--- src/design/font_name_pattern_matcher_assert.svh ---
// Assertion macros for the font name pattern matcher.
`ifndef FONT_NAME_PATTERN_MATCHER_ASSERT_SVH
`define FONT_NAME_PATTERN_MATCHER_ASSERT_SVH

// Checked only while out of reset.
`define FNPM_ASSERT(lbl, prop, msg) \
  lbl: assert property (@(posedge clk_i) disable iff (!rst_ni) prop) else $error(msg);

// Checked at every edge, reset included.
`define FNPM_ASSERT_ALWAYS(lbl, prop, msg) \
  lbl: assert property (@(posedge clk_i) prop) else $error(msg);

`endif

--- src/design/fnpm_pkg.sv ---
// Package: pattern table and sizing constants for the font name pattern matcher.
package fnpm_pkg;

  localparam int KEY_BUFFER_DEF = 64;
  localparam int WINDOW_DEF     = 16;

  localparam int NUM_PATTERNS = 23;
  localparam int PAT_MAX      = 16;
  localparam int ROW_W        = 5;
  localparam int FONT_W       = 3;
  localparam int LEN_W        = 5;

  typedef logic [PAT_MAX*8-1:0] pat_text_t;

  // Right-justified text: byte k holds the k-th character from the end.
  localparam pat_text_t PAT_TEXT [NUM_PATTERNS] = '{
    "swis721", "dutch801", "monospac821", "bankgothic", "bgoth",
    "commercialscript", "commscript", "comscr", "vineta",
    "commercialpi", "commpi", "universalmath", "univmath",
    "stylus", "stylu", "isocpeur", "isocteur", "isoct", "isocp",
    "romans", "romant", "swiss", "txt"
  };

  localparam logic [LEN_W-1:0] PAT_LEN [NUM_PATTERNS] = '{
    5'd7, 5'd8, 5'd11, 5'd10, 5'd5, 5'd16, 5'd10, 5'd6, 5'd6,
    5'd12, 5'd6, 5'd13, 5'd8, 5'd6, 5'd5, 5'd8, 5'd8, 5'd5, 5'd5,
    5'd6, 5'd6, 5'd5, 5'd3
  };

  localparam logic [FONT_W-1:0] PAT_FONT [NUM_PATTERNS] = '{
    3'd0, 3'd1, 3'd2, 3'd3, 3'd3, 3'd4, 3'd4, 3'd4, 3'd4,
    3'd5, 3'd5, 3'd6, 3'd6, 3'd7, 3'd7, 3'd0, 3'd1, 3'd1, 3'd0,
    3'd0, 3'd1, 3'd0, 3'd2
  };

endpackage

--- src/design/font_name_pattern_matcher.sv ---
// Top level: streaming font name matcher against a fixed pattern table.
//
// Usage:
//   Input channel (in_valid_i / in_ready_o) carries one request per byte of a
//   font name: char_code_i, has_char_i (byte present) and last_i (final item).
//   Bytes are case folded; only letters and digits are kept, at most
//   KEY_BUFFER-1 of them. Each kept byte enters a WINDOW deep history whose
//   tail is compared against all 23 patterns at once.
//   Output channel (out_valid_o / out_ready_i) carries one request per name,
//   produced by the item with last_i set: found_o, row_index_o (lowest
//   pattern seen) and host_font_o. Not found gives all zero fields.
// Timing:
//   One item per cycle while no last item waits for a result slot. An item
//   lands in the input register at the accepting edge; the match/update
//   stage then loads the result register, once the result slot is free,
//   raising out_valid_o. The one-item-per-cycle rate is set by the match
//   stage, which updates history and seen bits for one byte per clock.
// Reset and stalls:
//   rst_ni clears history, seen bits, count and both valid flags.
//   While a result waits, non-last items keep streaming; a second last item
//   waits in the input register, and only then does in_ready_o drop.
`include "font_name_pattern_matcher_assert.svh"

module font_name_pattern_matcher
  import fnpm_pkg::*;
#(
  parameter int KEY_BUFFER = KEY_BUFFER_DEF,
  parameter int WINDOW     = WINDOW_DEF
) (
  input  logic              clk_i,
  input  logic              rst_ni,
  input  logic              in_valid_i,
  output logic              in_ready_o,
  input  logic [7:0]        char_code_i,
  input  logic              has_char_i,
  input  logic              last_i,
  output logic              out_valid_o,
  input  logic              out_ready_i,
  output logic              found_o,
  output logic [ROW_W-1:0]  row_index_o,
  output logic [FONT_W-1:0] host_font_o
);

  localparam int CNT_W = $clog2(KEY_BUFFER);
  localparam logic [CNT_W-1:0] CNT_MAX = CNT_W'(KEY_BUFFER - 1);

  // Input register.
  logic       s1_valid_q;
  logic [7:0] s1_char_q;
  logic       s1_has_q;
  logic       s1_last_q;

  // Name state.
  logic [7:0]              hist_q [WINDOW];
  logic [7:0]              hist_d [WINDOW];
  logic [NUM_PATTERNS-1:0] seen_q, seen_d, hits;
  logic [CNT_W-1:0]        cnt_q, cnt_d;

  // Result register.
  logic              out_valid_q;
  logic              found_q;
  logic [ROW_W-1:0]  row_q;
  logic [FONT_W-1:0] font_q;

  logic              out_free, advance;
  logic [7:0]        folded;
  logic              keep;
  logic              found_d;
  logic [ROW_W-1:0]  row_d;
  logic [FONT_W-1:0] font_d;

  // A last item needs a free result slot; other items always drain.
  assign out_free   = !out_valid_q || out_ready_i;
  assign advance    = s1_valid_q && (!s1_last_q || out_free);
  assign in_ready_o = !s1_valid_q || advance;

  always_ff @(posedge clk_i or negedge rst_ni) begin
    if (!rst_ni) begin
      s1_valid_q <= 1'b0;
    end else if (in_ready_o) begin
      s1_valid_q <= in_valid_i;
    end
  end

  always_ff @(posedge clk_i) begin
    if (in_valid_i && in_ready_o) begin
      s1_char_q <= char_code_i;
      s1_has_q  <= has_char_i;
      s1_last_q <= last_i;
    end
  end

  // Fold case, keep letters/digits, respect the length cap.
  always_comb begin
    folded = s1_char_q;
    if (s1_char_q >= "A" && s1_char_q <= "Z") begin
      folded = s1_char_q + 8'd32;
    end
    keep = s1_has_q && (cnt_q < CNT_MAX) &&
           ((folded >= "a" && folded <= "z") || (folded >= "0" && folded <= "9"));
  end

  always_comb begin
    hist_d[0] = folded;
    for (int w = 1; w < WINDOW; w++) begin
      hist_d[w] = hist_q[w-1];
    end
  end

  // Tail compare. History beyond the kept count is zero and no pattern
  // holds a zero byte, so no explicit length-vs-count check is needed.
  always_comb begin
    for (int i = 0; i < NUM_PATTERNS; i++) begin
      hits[i] = 1'b1;
      for (int k = 0; k < PAT_MAX; k++) begin
        if (k < int'(PAT_LEN[i]) && hist_d[k] != PAT_TEXT[i][k*8 +: 8]) begin
          hits[i] = 1'b0;
        end
      end
    end
  end

  assign seen_d = keep ? (seen_q | hits) : seen_q;
  assign cnt_d  = keep ? cnt_q + 1'b1 : cnt_q;

  // Lowest seen row wins.
  always_comb begin
    row_d = '0;
    for (int i = NUM_PATTERNS - 1; i >= 0; i--) begin
      if (seen_d[i]) begin
        row_d = ROW_W'(i);
      end
    end
    found_d = |seen_d;
    font_d  = found_d ? PAT_FONT[row_d] : '0;
  end

  always_ff @(posedge clk_i or negedge rst_ni) begin
    if (!rst_ni) begin
      for (int w = 0; w < WINDOW; w++) begin
        hist_q[w] <= '0;
      end
      seen_q <= '0;
      cnt_q  <= '0;
    end else if (advance) begin
      if (s1_last_q) begin
        for (int w = 0; w < WINDOW; w++) begin
          hist_q[w] <= '0;
        end
        seen_q <= '0;
        cnt_q  <= '0;
      end else if (keep) begin
        hist_q <= hist_d;
        seen_q <= seen_d;
        cnt_q  <= cnt_d;
      end
    end
  end

  always_ff @(posedge clk_i or negedge rst_ni) begin
    if (!rst_ni) begin
      out_valid_q <= 1'b0;
    end else if (advance && s1_last_q) begin
      out_valid_q <= 1'b1;
    end else if (out_ready_i) begin
      out_valid_q <= 1'b0;
    end
  end

  always_ff @(posedge clk_i) begin
    if (advance && s1_last_q) begin
      found_q <= found_d;
      row_q   <= row_d;
      font_q  <= font_d;
    end
  end

  assign out_valid_o = out_valid_q;
  assign found_o     = found_q;
  assign row_index_o = row_q;
  assign host_font_o = font_q;

  `FNPM_ASSERT_ALWAYS(a_reset_idle, !rst_ni |-> !out_valid_o && !s1_valid_q, "valid during reset")
  `FNPM_ASSERT(a_not_found_zero, out_valid_o && !found_o |-> row_index_o == '0 && host_font_o == '0, "not found with nonzero fields")
  `FNPM_ASSERT(a_cnt_cap, cnt_q <= CNT_MAX, "kept count above cap")
  `FNPM_ASSERT(a_clear_after_last, advance && s1_last_q |=> seen_q == '0 && cnt_q == '0, "state not cleared after name")
  `FNPM_ASSERT(a_result_source, $rose(out_valid_q) |-> $past(advance && s1_last_q), "result without last item")

endmodule

--- config.mk ---
export PLATFORM = sky130hd
export DESIGN_NAME = font_name_pattern_matcher
export DESIGN_NICKNAME = d
export VERILOG_FILES = /design/src/design/fnpm_pkg.sv /design/src/design/font_name_pattern_matcher.sv
export VERILOG_INCLUDE_DIRS = /design/src /design/src/design
export SDC_FILE = /design/constraint.sdc
export NUM_CORES = 1
export LEC_CHECK = 0
export BUFFER_PORTS_ARGS = -buffer_cell sky130_fd_sc_hd__buf_2
export CORE_ASPECT_RATIO = 1.5
export CORE_MARGIN = 4
export CORE_UTILIZATION = 50
export CTS_CLUSTER_DIAMETER = 120
export DETAILED_ROUTE_END_ITERATION = 8
export PLACE_DENSITY = 0.65
export RECOVER_POWER = 100
export SYNTH_ARGS = -nofsm -noshare
export SYNTH_HDL_FRONTEND = slang
export SYNTH_SLANG_ARGS = --single-unit
export TNS_END_PERCENT = 30
--- constraint.sdc ---
create_clock -name clk_i -period 4.5 [get_ports clk_i]
set_input_delay 1.125 -clock clk_i [delete_from_list [all_inputs] [get_ports clk_i]]
set_output_delay 1.125 -clock clk_i [all_outputs]
set_load 0.02 [all_outputs]
==> summary.md <==
The worst path needs 4330 ps of the cycle, external delays included. The transition time at the pin with the least slew margin was 2350 ps; the total setup violations reported at the end of the flow was 0. Worst-path cell with the longest stage delay: sky130_fd_sc_hd__nor4_1. When the netlist entered floorplanning its net count stood at 841.

Entering global routing, the biggest net connects 97 pins. Post-detailed-route via-to-cell ratio: 6.86. Static timing analysis puts the maximum clock frequency at 231 MHz. The proportion of synthesized chip area in sequential cells came out at 49.6%.

The worst setup path category is flip-flop to flip-flop. The run gives -56.4% as the relative slew slack. The power per unit of standard cell area was 334 nW/um2.

Clock tree synthesis inserted a total of 17 buffers. For the worst setup path, the data required time is 4700 ps. After routing the design area is 9640 um2.

The layout net count is 853. Total of buffers placed on input and output ports: 24. The floorplan step defined a core boundary enclosing 17,300 um2. The tightest min-delay check is of the flip-flop to flip-flop type.

The run finished, with violations left. The fraction of layout cells with a size suffix above 1 came out at 12.6%. For this block, the initial DRC count from the detailed router was 806. By area the synthesized netlist is led by sky130_fd_sc_hd__dfrtp_1, sky130_fd_sc_hd__a22o_1, sky130_fd_sc_hd__edfxtp_1.

The tools report the number of inserted diodes as 0. For the final database, setup skew stands at 16.6 ps. The final count of pins violating max slew came out at 97.

Cell accounting for the most synthesized area: sky130_fd_sc_hd__dfrtp_1. The final reports fail on max-capacitance violations, max-slew violations. For the total number of yosys warnings, the log shows 0. Detailed placement HPWL: 21,100 um. Count of endpoints failing hold in the final timing report: 0.

In the routed design, unresolved DRC markers number 0. For this design the static power due to leakage is 0.00408 uW. In the global route stage, met2 resource usage came out at 51.6%. Largest stage delay on the critical path: 820 ps. For this run, the leading register cell type out of synthesis is sky130_fd_sc_hd__dfrtp_1.

The area of the die was 19,800 um2. For the worst setup path, the data arrival time is 4530 ps. The starting density of the core was 50.8%. The clock sink total was 170. Layer carrying the most global-route usage: met2. At the end of the flow the core is filled with cells to 55.8%. The congestion estimate from routability-driven global placement came to 0.993. First-pass iteration count of the detailed router: 5. STA classifies the critical path endpoint as a flip-flop. Summed over all layers, the routed wires come to 28,400 um.

From bottom edge to top edge, the die measures 170 um. Along the worst path, the maximum fanout reaches 11. The post-synthesis area per instance was 10.7 um2; the number of synthesized register bits was 170. The mapped netlist covers 8780 um2.

Of all flip-flops after synthesis, the portion carrying an async set or reset was 88.8%. Row generation in the floorplan step produced 59 rows. Across the VDD grid, the largest voltage drop is 0.265 mV.

The clock tree root driver cell was sky130_fd_sc_hd__clkbuf_16. The die width works out to 116 um. After synthesis, the netlist uses 83 different library cells. Buffers inserted to repair hold after CTS numbered 0.

After detailed routing, the average wire length per cell comes to 26.8 um. The top-level port count was 25. Setup repair after global routing left no endpoint under its margin. The tools report the clock tree buffer depth as 2. The global routing met1 resource utilization is 34.7%. The share of the cycle needed by the critical path after routing was 96.3%; the number of enable-type register cells in the synthesized netlist was 19. Number of instances in the synthesized netlist: 822. For the aggregate global routing overflow, the log shows 0.

The overall track demand over capacity in global routing is 29.8%, and the post-placement cell area is 9120 um2. CTS built an H-tree with a depth of 4. The later pin in the worst-skew pair is clocked with a latency of 440 ps. The category of the worst setup path launch point was a flip-flop. Clock-pin slew was measured on the worst setup and hold paths at 80 ps. The met3 routing resource usage after global routing is 5.19%. The logs give 7,316 for the via count of the first global-routing pass and 0 ps for the setup TNS after final layout. The signal on the critical path passes through or4_4 -> nor4_1 -> nand3b_1 -> a211oi_1 -> a211oi_1 -> o21ai_1 -> a31oi_1 -> o21ai_1 -> clkbuf_2 -> ha_1 -> a21oi_1 -> mux2i_1 -> nand2_1 -> a32o_1.

The share of the synthesized area in the top cell type was 43.1%. The number of antenna violations at the first check in global routing was 0; the number of maximum-capacitance constraint violations was 1. The first global-routing pass estimated 43,800 um of wire.

The overall via count from detail_route was 7,273; the count of antenna-violating nets left after detailed routing was 0. Area added between synthesis and finish: 9.88%. TritonCTS built the clock tree.
==> cell usage in the layout, fill, tap and decap left out, drive strengths merged, types with 10 or more instances in the layout <==
cell type,instances
nand3,18
o21ai,31
nor4,30
and4b,11
nand2,43
edfxtp,19
nor2,52
nand4b,14
and2,10
nor4bb,12
clkbuf,39
and3,11
a22o,116
nand4,32
buf,25
nand3b,10
a21oi,15
dfrtp,151
nor2b,13
inv,26
a31oi,11
nor3b,13
nor3,22
==> cell type report <==
cell class	instances	area, um2
flip-flops and latches	170	4350
inverters	17	63.8
clock inverters	13	139
multi-input cells	583	4100
clock buffers	19	464
fillers	1551	7630
well taps	213	267
repair buffers	45	258
==> state kept, by name (all words and copies together), names as in the netlist <==
signal,cells
cnt_q,6
seen_q,23
row_index_o,5
s1_has_q,1
found_o,1
out_valid_o,1
s1_valid_q,1
hist_d,120
s1_char_q,8
host_font_o,3
s1_last_q,1
==> power by group <==
group | internal [uW] | switching [uW]
Sequential | 1570 | 20.0
Combinational | 36.0 | 118
Clock | 790 | 695
==> synthesized netlist by cell type (all sizes together) (12+ instances only) <==
master and count:
edfxtp 19, nor2b 13, nand4b 14, clkbuf 37
nand3 18, nor2 52, o21ai 31, nor4 30
nor3b 13, nor3 22, buf 15, inv 17
dfrtp 151, nor4bb 12, a21oi 15, a22o 116
nand2 43, nand4 32
==> critical path, delay by kind of cell (launching register included) <==
| kind | cells | cell delay, ps |
|---|---|---|
| AO/OA/AOI/OAI | 7 | 1160 |
| adder cells (fa/ha/maj) | 1 | 180 |
| buffers and inverters | 1 | 210 |
| flip-flops | 1 | 560 |
| multiplexers | 1 | 190 |
| AND/OR/NAND/NOR | 4 | 1800 |
==> metrics by stage <==
stage	hold slack [ps]	power [uW]	setup WS (ps)	instances
floorplan	465	1700	757	822
global placement	484	1770	318	1028
detailed placement	493	1780	20.3	1028
CTS	513	3260	12.4	1060
global route	532	3340	28.8	1060
finish	520	3230	169	1060
==> timing repair <==
| item | in CTS | in global routing |
|---|---|---|
| endpoints found under the hold margin | 0 | 0 |
| setup endpoints to repair | 0 | 3 |
| setup buffers | 0 | 0 |
| gates resized for setup | 0 | 2 |
==> final timing paths <==
kind	from	endpoint	slack (ps)	cells past startpoint
max	s1_char_q[1]	host_font_o[1]	170	14
min	hist_d[6]	hist_d[6]	520	1
max reg2reg	s1_char_q[1]	host_font_o[1]	170	14
min reg2reg	hist_d[6]	hist_d[6]	520	1
max in group asynchronous	rst_ni	seen_q[15]	670	2
min in group asynchronous	rst_ni	hist_d[61]	1400	1
==> kinds of logic (layout without fill, tap and decap cells) <==
logic type	after synthesis	in the layout	synth area share, %
compound gates	215	215	19.4
xor+xnor	4	4	0.399
fa+ha+maj	5	5	0.713
buf+inv	69	94	3.68
flops	170	170	49.6
mux	1	1	0.114
simple gates	358	358	26.1
==> per-layer routing <==
layer	vias up	part of all wire [%]
met5	-	0
met4	0	5.8
met3	89	4.6
met2	276	52
met1	3682	38
li1	3226	-
Note: power is estimated with default switching activity, not from simulation.
